File: config.mk
export PLATFORM = sky130hd
export DESIGN_NAME = board_power_sequencer
export DESIGN_NICKNAME = d
export VERILOG_FILES = /design/src/bps_pkg.sv /design/src/bps_in_stage.sv /design/src/bps_engine.sv /design/src/board_power_sequencer.sv
export SDC_FILE = /design/constraint.sdc
export NUM_CORES = 1
export LEC_CHECK = 0
export BUFFER_PORTS_ARGS = -buffer_cell sky130_fd_sc_hd__buf_2
export CAP_MARGIN = 40
export CORE_MARGIN = 2
export CORE_UTILIZATION = 52
export CTS_CLUSTER_DIAMETER = 60
export CTS_CLUSTER_SIZE = 20
export DETAILED_ROUTE_END_ITERATION = 6
export PLACE_DENSITY = 0.78
export SLEW_MARGIN = 20
export SYNTH_ARGS = -nofsm -noshare
export SYNTH_HDL_FRONTEND = slang
export SYNTH_SLANG_ARGS = --single-unit
File: constraint.sdc
create_clock -name aclk -period 3.1 [get_ports aclk]
set_input_delay 0.31 -clock aclk [delete_from_list [all_inputs] [get_ports aclk]]
set_output_delay 0.31 -clock aclk [all_outputs]
set_load 0.03 [all_outputs]
File: src/bps_pkg.sv
// Types, codes and constants of the board power sequencer.
package bps_pkg;

    // Counter and timeout widths.
    localparam int unsigned CNT_W = 20;
    localparam logic [CNT_W-1:0] TIMEOUT_RESET = CNT_W'(40000);
    localparam logic [CNT_W-1:0] COUNT_MAX = {CNT_W{1'b1}};
    localparam int unsigned EV_W = 11;

    // Event flag bit positions.
    localparam int unsigned EV_WAKE          = 0;
    localparam int unsigned EV_LAUNCH_REL    = 1;
    localparam int unsigned EV_SHUT_PRESS    = 2;
    localparam int unsigned EV_ACTIVE_OFF    = 3;
    localparam int unsigned EV_ACTIVE_REL    = 4;
    localparam int unsigned EV_KEY_RELEASED  = 5;
    localparam int unsigned EV_KEY_PRESSED   = 6;
    localparam int unsigned EV_PASSIVE_OFF   = 7;
    localparam int unsigned EV_TIMEOUT       = 8;
    localparam int unsigned EV_PASSIVE_REL   = 9;
    localparam int unsigned EV_NO_SOURCE     = 10;

    // Sequencer phases.
    typedef enum logic [1:0] {
        PH_STANDBY  = 2'd0,
        PH_LAUNCH   = 2'd1,
        PH_WORKING  = 2'd2,
        PH_SHUTTING = 2'd3
    } phase_t;

    // Key source selection.
    typedef enum logic [1:0] {
        SRC_NONE    = 2'd0,
        SRC_ONBOARD = 2'd1,
        SRC_LAUNCH  = 2'd2,
        SRC_HY      = 2'd3
    } src_t;

    // Sampled key level, unknown when no source is selected.
    typedef enum logic [1:0] {
        LVL_RELEASED = 2'd0,
        LVL_PRESSED  = 2'd1,
        LVL_UNKNOWN  = 2'd2
    } lvl_t;

    // Input word: one tick of sampled levels.
    typedef struct packed {
        logic dc_in_present;
        logic onboard_key;
        logic launch_key;
        logic hy_on_key;
        logic hy_off_key;
        logic pc_running;
    } bps_in_t;

    // Result word.
    typedef struct packed {
        logic            board_power_on;
        logic            battery_on;
        logic            pc_enable_line;
        logic [1:0]      phase;
        logic [EV_W-1:0] event_flags;
    } bps_out_t;

endpackage

File: src/bps_in_stage.sv
// Input register stage that captures one word per cycle from the input channel while its held word moves on.
module bps_in_stage import bps_pkg::*; (
    input  logic    aclk,
    input  logic    aresetn,
    input  logic    s_valid,
    output logic    s_ready,
    input  bps_in_t s_data,
    input  logic    take,
    output logic    held_valid,
    output bps_in_t held_data
);

    logic    valid_reg;
    logic    valid_next;
    bps_in_t data_reg;

    // A new word enters when the stage is empty or its word moves on this cycle.
    assign s_ready    = !valid_reg || take;
    assign valid_next = (s_valid && s_ready) ? 1'b1 : (take ? 1'b0 : valid_reg);

    always_ff @(posedge aclk) begin
        if (!aresetn) begin
            valid_reg <= 1'b0;
        end else begin
            valid_reg <= valid_next;
        end
    end

    // Payload register, loaded on every accepted word.
    always_ff @(posedge aclk) begin
        if (s_valid && s_ready) begin
            data_reg <= s_data;
        end
    end

    assign held_valid = valid_reg;
    assign held_data  = data_reg;

endmodule

File: src/bps_engine.sv
// Sequencer state, per-tick decision logic and the result register.
module bps_engine import bps_pkg::*; (
    input  logic             aclk,
    input  logic             aresetn,
    input  logic             held_valid,
    input  bps_in_t          held_data,
    output logic             take,
    input  logic [CNT_W-1:0] timeout_ticks,
    output logic             m_valid,
    input  logic             m_ready,
    output bps_out_t         m_data
);

    phase_t           phase_reg, phase_next;
    src_t             lsrc_reg, lsrc_next;
    src_t             ssrc_reg, ssrc_next;
    logic [CNT_W-1:0] elapsed_reg, elapsed_next;
    lvl_t             last_lvl_reg, last_lvl_next;
    logic             board_reg, board_next;
    logic             battery_reg, battery_next;
    logic             line_reg, line_next;
    logic             out_valid_reg, out_valid_next;
    bps_out_t         out_reg, out_next;

    src_t             wake_src;
    logic             wake;
    lvl_t             launch_lvl;
    lvl_t             shut_lvl;
    logic             pc_off;
    logic [CNT_W-1:0] cnt_inc;
    logic             timeup;
    logic [EV_W-1:0]  events;

    // Level of the key that plays the launch role for a source.
    function automatic lvl_t launch_level(input src_t src, input bps_in_t w);
        lvl_t r;
        case (src)
            SRC_ONBOARD: r = w.onboard_key ? LVL_PRESSED : LVL_RELEASED;
            SRC_LAUNCH:  r = w.launch_key ? LVL_PRESSED : LVL_RELEASED;
            SRC_HY:      r = w.hy_on_key ? LVL_PRESSED : LVL_RELEASED;
            default:     r = LVL_UNKNOWN;
        endcase
        return r;
    endfunction

    // Level of the key that plays the shutdown role for a source.
    function automatic lvl_t shutdown_level(input src_t src, input bps_in_t w);
        lvl_t r;
        case (src)
            SRC_ONBOARD: r = w.onboard_key ? LVL_PRESSED : LVL_RELEASED;
            SRC_LAUNCH:  r = w.launch_key ? LVL_PRESSED : LVL_RELEASED;
            SRC_HY:      r = w.hy_off_key ? LVL_PRESSED : LVL_RELEASED;
            default:     r = LVL_UNKNOWN;
        endcase
        return r;
    endfunction

    // The held word is processed when the result register is free or being drained.
    assign take = held_valid && (!out_valid_reg || m_ready);

    // Shared decode of the held word.
    assign launch_lvl = launch_level(lsrc_reg, held_data);
    assign shut_lvl   = shutdown_level(ssrc_reg, held_data);
    assign pc_off     = !held_data.pc_running;
    assign cnt_inc    = (elapsed_reg != COUNT_MAX) ? elapsed_reg + CNT_W'(1) : elapsed_reg;
    assign timeup     = (cnt_inc >= timeout_ticks);

    // Wake source priority: DC input with onboard key, launch key, remote on key.
    always_comb begin
        if (held_data.dc_in_present) begin
            wake_src = SRC_ONBOARD;
            wake     = held_data.onboard_key;
        end else if (held_data.launch_key) begin
            wake_src = SRC_LAUNCH;
            wake     = 1'b1;
        end else if (held_data.hy_on_key) begin
            wake_src = SRC_HY;
            wake     = 1'b1;
        end else begin
            wake_src = SRC_NONE;
            wake     = 1'b0;
        end
    end

    // Next phase.
    always_comb begin
        phase_next = phase_reg;
        case (phase_reg)
            PH_STANDBY: begin
                if (wake) begin
                    phase_next = PH_LAUNCH;
                end
            end
            PH_LAUNCH: begin
                if (launch_lvl == LVL_RELEASED) begin
                    phase_next = PH_WORKING;
                end
            end
            PH_WORKING: begin
                if (shut_lvl == LVL_PRESSED) begin
                    phase_next = PH_SHUTTING;
                end else if (pc_off && shut_lvl == LVL_RELEASED) begin
                    phase_next = PH_STANDBY;
                end
            end
            PH_SHUTTING: begin
                if ((timeup || pc_off) && shut_lvl == LVL_RELEASED) begin
                    phase_next = PH_STANDBY;
                end
            end
            default: begin
                phase_next = phase_reg;
            end
        endcase
    end

    // Drive lines, sources, counter, key memory and event flags.
    always_comb begin
        lsrc_next     = lsrc_reg;
        ssrc_next     = ssrc_reg;
        elapsed_next  = elapsed_reg;
        last_lvl_next = last_lvl_reg;
        board_next    = board_reg;
        battery_next  = battery_reg;
        line_next     = line_reg;
        events        = '0;
        case (phase_reg)
            PH_STANDBY: begin
                lsrc_next = wake_src;
                ssrc_next = wake_src;
                if (wake_src == SRC_NONE) begin
                    board_next             = 1'b0;
                    battery_next           = 1'b0;
                    events[EV_NO_SOURCE]   = 1'b1;
                end
                if (wake) begin
                    events[EV_WAKE] = 1'b1;
                    board_next      = 1'b1;
                    battery_next    = 1'b1;
                    line_next       = 1'b0;
                end
            end
            PH_LAUNCH: begin
                if (launch_lvl == LVL_RELEASED) begin
                    events[EV_LAUNCH_REL] = 1'b1;
                    line_next             = 1'b1;
                end
            end
            PH_WORKING: begin
                if (shut_lvl == LVL_PRESSED) begin
                    events[EV_SHUT_PRESS] = 1'b1;
                    elapsed_next          = '0;
                end
                if (pc_off) begin
                    events[EV_ACTIVE_OFF] = 1'b1;
                    board_next            = 1'b0;
                    battery_next          = 1'b0;
                    if (shut_lvl == LVL_RELEASED) begin
                        events[EV_ACTIVE_REL] = 1'b1;
                    end
                end
            end
            PH_SHUTTING: begin
                if (shut_lvl == LVL_RELEASED) begin
                    events[EV_KEY_RELEASED] = (last_lvl_reg != LVL_RELEASED);
                    line_next               = 1'b1;
                end else if (shut_lvl == LVL_PRESSED) begin
                    events[EV_KEY_PRESSED] = (last_lvl_reg != LVL_PRESSED);
                    line_next              = 1'b0;
                end
                last_lvl_next = shut_lvl;
                elapsed_next  = cnt_inc;
                if (timeup || pc_off) begin
                    events[EV_PASSIVE_OFF] = pc_off;
                    events[EV_TIMEOUT]     = !pc_off;
                    board_next             = 1'b0;
                    battery_next           = 1'b0;
                    if (shut_lvl == LVL_RELEASED) begin
                        events[EV_PASSIVE_REL] = 1'b1;
                    end
                end
            end
            default: begin
                events = '0;
            end
        endcase
    end

    // Result word built from the state after this tick.
    always_comb begin
        out_next.board_power_on = board_next;
        out_next.battery_on     = battery_next;
        out_next.pc_enable_line = line_next;
        out_next.phase          = phase_next;
        out_next.event_flags    = events;
    end

    assign out_valid_next = take ? 1'b1 : (m_ready ? 1'b0 : out_valid_reg);

    // Control state.
    always_ff @(posedge aclk) begin
        if (!aresetn) begin
            phase_reg     <= PH_STANDBY;
            lsrc_reg      <= SRC_NONE;
            ssrc_reg      <= SRC_NONE;
            elapsed_reg   <= '0;
            last_lvl_reg  <= LVL_UNKNOWN;
            board_reg     <= 1'b0;
            battery_reg   <= 1'b0;
            line_reg      <= 1'b1;
            out_valid_reg <= 1'b0;
        end else begin
            out_valid_reg <= out_valid_next;
            if (take) begin
                phase_reg    <= phase_next;
                lsrc_reg     <= lsrc_next;
                ssrc_reg     <= ssrc_next;
                elapsed_reg  <= elapsed_next;
                last_lvl_reg <= last_lvl_next;
                board_reg    <= board_next;
                battery_reg  <= battery_next;
                line_reg     <= line_next;
            end
        end
    end

    // Result payload register.
    always_ff @(posedge aclk) begin
        if (take) begin
            out_reg <= out_next;
        end
    end

    assign m_valid = out_valid_reg;
    assign m_data  = out_reg;

endmodule

File: src/board_power_sequencer.sv
// Top level of the board power sequencer: input stage, engine and timeout register.
//
//   Channel   Direction  Handshake           Word
//   s_        in         s_valid / s_ready   bps_in_t, one 1 ms tick of key levels
//   m_        out        m_valid / m_ready   bps_out_t, drive lines, phase, events
//   cfg_      in         cfg_we              shutdown timeout in ticks, 20 bits
//
// One word per cycle sustained while results are taken; each word yields exactly one result word.
// A word accepted on s_ enters the input register, then passes through the
// decision logic into the result register.
// Reset is synchronous, active low, and clears the phase, sources, counter and
// both valid flags; the timeout register returns to 40000 ticks.
// A stalled result holds the engine, and the input stage then fills and drops s_ready.
module board_power_sequencer import bps_pkg::*; (
    input  logic             aclk,
    input  logic             aresetn,
    input  logic             s_valid,
    output logic             s_ready,
    input  bps_in_t          s_data,
    output logic             m_valid,
    input  logic             m_ready,
    output bps_out_t         m_data,
    input  logic             cfg_we,
    input  logic [CNT_W-1:0] cfg_wdata
);

    logic [CNT_W-1:0] timeout_reg;
    logic             take;
    logic             held_valid;
    bps_in_t          held_data;

    // Shutdown timeout register.
    always_ff @(posedge aclk) begin
        if (!aresetn) begin
            timeout_reg <= TIMEOUT_RESET;
        end else if (cfg_we) begin
            timeout_reg <= cfg_wdata;
        end
    end

    bps_in_stage u_in_stage (
        .aclk       (aclk),
        .aresetn    (aresetn),
        .s_valid    (s_valid),
        .s_ready    (s_ready),
        .s_data     (s_data),
        .take       (take),
        .held_valid (held_valid),
        .held_data  (held_data)
    );

    bps_engine u_engine (
        .aclk          (aclk),
        .aresetn       (aresetn),
        .held_valid    (held_valid),
        .held_data     (held_data),
        .take          (take),
        .timeout_ticks (timeout_reg),
        .m_valid       (m_valid),
        .m_ready       (m_ready),
        .m_data        (m_data)
    );

endmodule

==> results.sh, run 1 <==
export IMPL_synthTopCellsByCount="dfxtp_1, nand2_1, nor2_1"
export IMPL_io_pins=49
export IMPL_design_area_um2=4846
export IMPL_drc=0
export IMPL_violations="negative setup slack"
export IMPL_postSynthCellCount=431
export IMPL_setup_violations=7
export IMPL_max_cap_violations=0
export IMPL_clock_latency_ns=0.36
export IMPL_synth_area_top_cells="dfxtp_1, edfxtp_1, ha_1"
export IMPL_critPathArrivalTime_ns=3.30
export IMPL_grt_total_usage_pct=23.63
export IMPL_r2r_slack_ns=-0.09
export IMPL_ys_flop_type="dfxtp_1"
export IMPL_synth_cell_types=54
export IMPL_totalWireLength_um=9686
export IMPL_core_um2=7253
export IMPL_synthArstFlopShare_pct=0
export IMPL_cts_htree_levels=3
export IMPL_r2r_start="u_engine.elapsed_reg[1]$_SDFFE_PN0P_"
export IMPL_layout_drive_gt1_share_pct=27.78
export IMPL_synth_most_common_cell="dfxtp_1"
export IMPL_min_period_ns=3.192
export IMPL_p_leak_nw=2.059
export IMPL_dr_first_iter_drc_count=294
export IMPL_vias_per_cell=5.675
export IMPL_yosys_warnings=0
export IMPL_p_per_area_nw_per_um2=402.2
export IMPL_skew_ns=0.007059
export IMPL_end_kind="flop"
export IMPL_slew_headroom_pct=57.96
export IMPL_fin_util_pct=66.81
export IMPL_fmax_mhz=313.3
export IMPL_nFillCells=587
export IMPL_grt_pass1_wl_um=15680
export IMPL_grt_pass1_vias=3357
export IMPL_start_kind="flop"
export IMPL_status="finished with violations"
export IMPL_hp_class="input pin to flop"
export IMPL_grt_overflow_total=0
export IMPL_clk_path_buf_depth=2
export IMPL_vias=3524
export IMPL_timing_rr_end="u_engine.m_data[14]$_DFFE_PP_"
export IMPL_dieWidth_um=90.49
export IMPL_wire_per_inst_um=15.60
export IMPL_hold_end="u_in_stage.held_data[1]$_DFFE_PP_"
export IMPL_synth_top_area_cell="dfxtp_1"
export IMPL_irDropWorstVdd_mv=0.3385
export IMPL_ys_ff_latch=73
export IMPL_clkTransAtPathRegs_ns=0.09
export IMPL_root_buffer="clkbuf_8"
export IMPL_ant_nets=0
export IMPL_antenna_found_initial=0
export IMPL_synth_edff_count=22
export IMPL_finalCritPeriodShare_pct=103.0
export IMPL_num_antenna_cells=0
export IMPL_worstMarginPinSlew_ns=0.6306
export IMPL_initial_core_util_pct=53.63
export IMPL_rows=31
export IMPL_rsz0062_at_grt="yes"
export IMPL_setup_ws_ns=-0.09191
export IMPL_hold_depth=1
export IMPL_syn2layout_area_growth_pct=24.57
export IMPL_cts_tree="built"
export IMPL_die_h_um=90.49
export IMPL_fp_dieArea_um2=8188
export IMPL_cts_buffers_inserted=9
export IMPL_fin_setup_tns_ns=-0.2930
export IMPL_routabilityCongestion=0.8288
export IMPL_synth_top_cell_area_share_pct=26.25
export IMPL_syn_area_um2=3890
export IMPL_worstHoldStart="s_data[1]"
export IMPL_r2r_cells=12
export IMPL_grt_max_degree=26
export IMPL_final_hold_viol_count=0
export IMPL_cp_required_ns=3.20
export IMPL_clock_sinks=73
export IMPL_finalMaxSlewViolations=0
export IMPL_ys_seq_area_share_pct=43.23
export IMPL_critPathMaxFanout=8
export IMPL_worstSetupPathType="flop to flop"
export IMPL_post_dp_cell_area_um2=4486
export IMPL_place_hpwl_um=6887
export IMPL_dr_pass1_iters=5
export IMPL_nets=569
export IMPL_synth_area_per_cell_um2=9.025
export IMPL_holdWs_ns=0.1245
export IMPL_syn_nets=483
export IMPL_portBuffers=48
[metal layers]
metal	up-vias	GRT usage (%)	share of wire, %
li1	1729	-	-
met1	1673	31.96	46
met2	110	38.18	48
met3	12	4.925	5.6
met4	0	7.051	1.3
met5	-	0	0
[worst max-delay path, stage by stage (launching register included)]
cell	delay (ns)
dfxtp_4	0.37
buf_6	0.10
and4_4	0.23
and4_4	0.25
nand2_4	0.06
nor2_2	0.13
mux2_4	0.33
ha_4	0.27
nand4_1	0.18
nor4_4	0.35
and4_1	0.24
a2111o_1	0.31
a21oi_1	0.11
[logic make-up after synthesis]
family,Yosys count,synth area share [%]
AO/OA/AOI/OAI,95,16.02
adder cells (fa/ha/maj),21,6.755
multiplexers,23,6.143
buffers and inverters,47,4.921
AND/OR/NAND/NOR,156,19.33
flip-flops,73,43.23
XOR/XNOR,16,3.602
[placed cells by master, fill, tap and decap left out, drive strengths merged, types with 5 or more instances in the layout]
cell,Yosys,layout
nor2,43,43
nand2,44,44
nand3,17,17
o21ai,19,19
xor2,6,6
ha,21,21
mux2i,19,19
nor3,13,13
inv,29,33
nand2b,5,5
a21oi,24,24
a31oi,12,12
xnor2,10,10
and4,5,5
nand4,7,7
dfxtp,51,51
o211ai,15,15
buf,9,93
edfxtp,22,22
clkbuf,9,9
[metrics by stage]
step / total power [mW] / setup slack, ns / std cells
6_report: 1.949 / -0.09191 / 621
5_1_grt: 2.028 / -0.1904 / 621
4_1_cts: 1.952 / -0.02393 / 618
3_5_place_dp: 1.258 / -0.03934 / 598
3_3_place_gp: 1.249 / 0.03618 / 598
2_1_floorplan: 1.191 / -0.0003617 / 431
[worst max path at each step]
stage                                              start                            end  cells after the start
finish              u_engine.elapsed_reg[1]$_SDFFE_PN0P_  u_engine.m_data[14]$_DFFE_PP_                     12
global route        u_engine.elapsed_reg[1]$_SDFFE_PN0P_  u_engine.m_data[14]$_DFFE_PP_                     12
CTS                 u_engine.elapsed_reg[1]$_SDFFE_PN0P_  u_engine.m_data[14]$_DFFE_PP_                     11
detailed placement  u_engine.elapsed_reg[1]$_SDFFE_PN0P_  u_engine.m_data[14]$_DFFE_PP_                     11
global placement    u_engine.elapsed_reg[1]$_SDFFE_PN0P_  u_engine.m_data[14]$_DFFE_PP_                     11
floorplan           u_engine.elapsed_reg[1]$_SDFFE_PN0P_  u_engine.m_data[14]$_DFFE_PP_                     12
[where the power goes]
| part | internal [mW] | switching, mW | leakage (nW) | total (mW) |
|---|---|---|---|---|
| Clock | 0.304 | 0.400 | 0.0925 | 0.704 |
| Combinational | 0.0748 | 0.126 | 1.34 | 0.201 |
| Sequential | 1.02 | 0.0238 | 0.631 | 1.04 |
[what timing repair did]
action	4_1_cts	5_1_grt
setup buffers	4	3
hold buffers	0	0
resized for setup	2	26
setup endpoints to repair	8	11
pin swaps	1	17
[area by class of cell]
| class | count | area [um2] | share of cell area, % |
|---|---|---|---|
| Clock buffer | 9 | 123.9 | 2.556 |
| Multi-Input combinational cell | 311 | 2155 | 44.46 |
| Clock inverter | 7 | 58.81 | 1.214 |
| Sequential cell | 73 | 1690 | 34.88 |
| Timing Repair Buffer | 93 | 585.6 | 12.08 |
| Inverter | 29 | 108.9 | 2.246 |
| Tap cell | 99 | 123.9 | 2.556 |
(Power assumes the default switching activity.)
==> run 2: changes to the inputs <==
CORE_UTILIZATION = 58   (was 52)
PLACE_DENSITY = 0.82   (was 0.78)
clock period = 3.3 ns   (was 3.1 ns; I/O delays follow)
==> results.sh, run 2 (synthesis results as in run 1) <==
export IMPL_setup_violations=0
export IMPL_end_kind="flop"
export IMPL_grt_pass1_wl_um=15600
export IMPL_violations="design-rule violations"
export IMPL_totalWireLength_um=9419
export IMPL_vias_per_cell=5.961
export IMPL_rows=29
export IMPL_mostFrequentLayoutCells="buf_2, nand2_1, dfxtp_1"
export IMPL_p_leak_nw=2.005
export IMPL_critPathMaxFanout=8
export IMPL_fp_dieArea_um2=7378
export IMPL_holdWs_ns=0.1546
export IMPL_vias=3517
export IMPL_die_h_um=85.90
export IMPL_critPathArrivalTime_ns=3.49
export IMPL_min_period_ns=3.285
export IMPL_core_um2=6422
export IMPL_routabilityCongestion=0.9064
export IMPL_nFillCells=447
export IMPL_grt_max_degree=26
export IMPL_grt_pass1_vias=3415
export IMPL_final_cells=590
export IMPL_max_cap_violations=0
export IMPL_root_buffer="clkbuf_8"
export IMPL_timing_rr_end="u_engine.m_data[15]$_DFFE_PP_"
export IMPL_start_kind="flop"
export IMPL_cts_buffers_inserted=9
export IMPL_slew_headroom_pct=57.88
export IMPL_final_hold_viol_count=0
export IMPL_status="finished with violations"
export IMPL_skew_ns=0.01362
export IMPL_dp_worst_setup_slack_ns=-0.05378
export IMPL_clk_path_buf_depth=2
export IMPL_nets=560
export IMPL_antenna_found_initial=0
export IMPL_dr_pass1_iters=7
export IMPL_io_pins=49
export IMPL_worstMarginPinSlew_ns=0.6318
export IMPL_num_antenna_cells=0
export IMPL_setup_ws_ns=0.01451
export IMPL_p_per_area_nw_per_um2=395.1
export IMPL_cts_tree="built"
export IMPL_r2r_slack_ns=0.01
export IMPL_rsz0062_at_grt="yes"
export IMPL_final_common_cell="buf_2"
export IMPL_drc=4
export IMPL_worstHoldStart="s_data[5]"
export IMPL_dr_first_iter_drc_count=360
export IMPL_ant_nets=0
export IMPL_clock_latency_ns=0.35
export IMPL_placed_cells=566
export IMPL_layout_drive_gt1_share_pct=26.12
export IMPL_cp_required_ns=3.51
export IMPL_fin_setup_tns_ns=0
export IMPL_finalMaxSlewViolations=0
export IMPL_grt_overflow_total=0
export IMPL_clock_sinks=73
export IMPL_portBuffers=48
export IMPL_clkTransAtPathRegs_ns=0.08
export IMPL_postCtsHoldBufs=0
export IMPL_irDropWorstVdd_mv=0.2780
export IMPL_initial_core_util_pct=60.57
export IMPL_fin_util_pct=73.31
export IMPL_worstSetupPathType="flop to flop"
export IMPL_wire_per_inst_um=15.96
export IMPL_dieWidth_um=85.90
export IMPL_r2r_cells=13
export IMPL_grt_total_usage_pct=26.47
export IMPL_hold_end="u_in_stage.held_data[5]$_DFFE_PP_"
export IMPL_cts_htree_levels=3
export IMPL_syn2layout_area_growth_pct=21.04
export IMPL_hp_class="input pin to flop"
export IMPL_place_hpwl_um=6677
export IMPL_r2r_start="u_engine.elapsed_reg[1]$_SDFFE_PN0P_"
export IMPL_fmax_mhz=304.4
export IMPL_finalCritPeriodShare_pct=99.56
export IMPL_hold_depth=1
[run 2: cell types whose count changed in the layout (fill, tap and decap cells not counted), sizes merged]
cell,change
clkinvlp,-1
buf,-9
clkinv,+2
inv,-4
clkbuf,+2
bufinv,+1
[run 2: critical path, cell delays in order, from the launching register on]
cell and delay [ns]:
dfxtp_4 0.38, ha_4 0.13, and3_4 0.19, nand4_1 0.23, buf_4 0.24, o21ai_4 0.20, nor2_4 0.05, xor2_1 0.17
ha_1 0.26, and2_4 0.14, a221o_1 0.28, a22o_1 0.24, a2111o_1 0.45, a21oi_2 0.19
[run 2: repair_timing]
| action | 4_1_cts | 5_1_grt |
|---|---|---|
| pin swaps | 3 | 12 |
| gates resized for setup | 2 | 28 |
| endpoints found under the hold margin | 0 | 0 |
| setup buffers | 2 | 6 |
| endpoints found under the setup margin | 5 | 11 |
[run 2: layout make-up]
type / count / area, um2 / share of cell area, %
Inverter: 29 / 108.9 / 2.312
Multi-Input combinational cell: 311 / 2093 / 44.46
Sequential cell: 73 / 1698 / 36.06
Tap cell: 77 / 96.34 / 2.046
Timing Repair Buffer: 84 / 514.2 / 10.92
Clock inverter: 5 / 56.30 / 1.196
Clock buffer: 11 / 141.4 / 3.003
[run 2: worst max path at each step]
stage / startpoint / end / slack, ns
after floorplan: u_engine.elapsed_reg[0]$_SDFFE_PN0P_ / u_engine.m_data[14]$_DFFE_PP_ / 0.09
after global placement: u_engine.elapsed_reg[1]$_SDFFE_PN0P_ / u_engine.m_data[15]$_DFFE_PP_ / 0.1
after detailed placement: u_engine.elapsed_reg[1]$_SDFFE_PN0P_ / u_engine.m_data[14]$_DFFE_PP_ / -0.05
after CTS: u_engine.elapsed_reg[1]$_SDFFE_PN0P_ / u_engine.m_data[14]$_DFFE_PP_ / 0.05
after global routing: u_engine.elapsed_reg[19]$_SDFFE_PN0P_ / u_engine.m_data[15]$_DFFE_PP_ / -0.06
final: u_engine.elapsed_reg[1]$_SDFFE_PN0P_ / u_engine.m_data[15]$_DFFE_PP_ / 0.01
[run 2: where the power goes]
group / switching (mW) / internal [mW] / total (mW) / leakage, nW
Clock: 0.329 / 0.369 / 0.698 / 0.101
Sequential: 0.0215 / 0.959 / 0.981 / 0.634
Combinational: 0.114 / 0.0678 / 0.182 / 1.27
[run 2: per-stage QoR]
stage               total power [mW]  cell area [um2]
floorplan                      1.120             3890
global placement               1.170             4359
detailed placement             1.176             4359
CTS                            1.863             4579
global route                   1.921             4708
finish                         1.860             4708
[run 2: per-layer routing]
metal / global-route usage, % / routed length, um / share of wire [%] / up-vias
met4: 11.54 / 214 / 2.3 / 0
met3: 3.850 / 496 / 5.3 / 32
met2: 42.85 / 4547 / 48 / 157
met5: 0 / 0 / 0 / -
li1: - / - / - / 1709
met1: 35.27 / 4160 / 44 / 1619
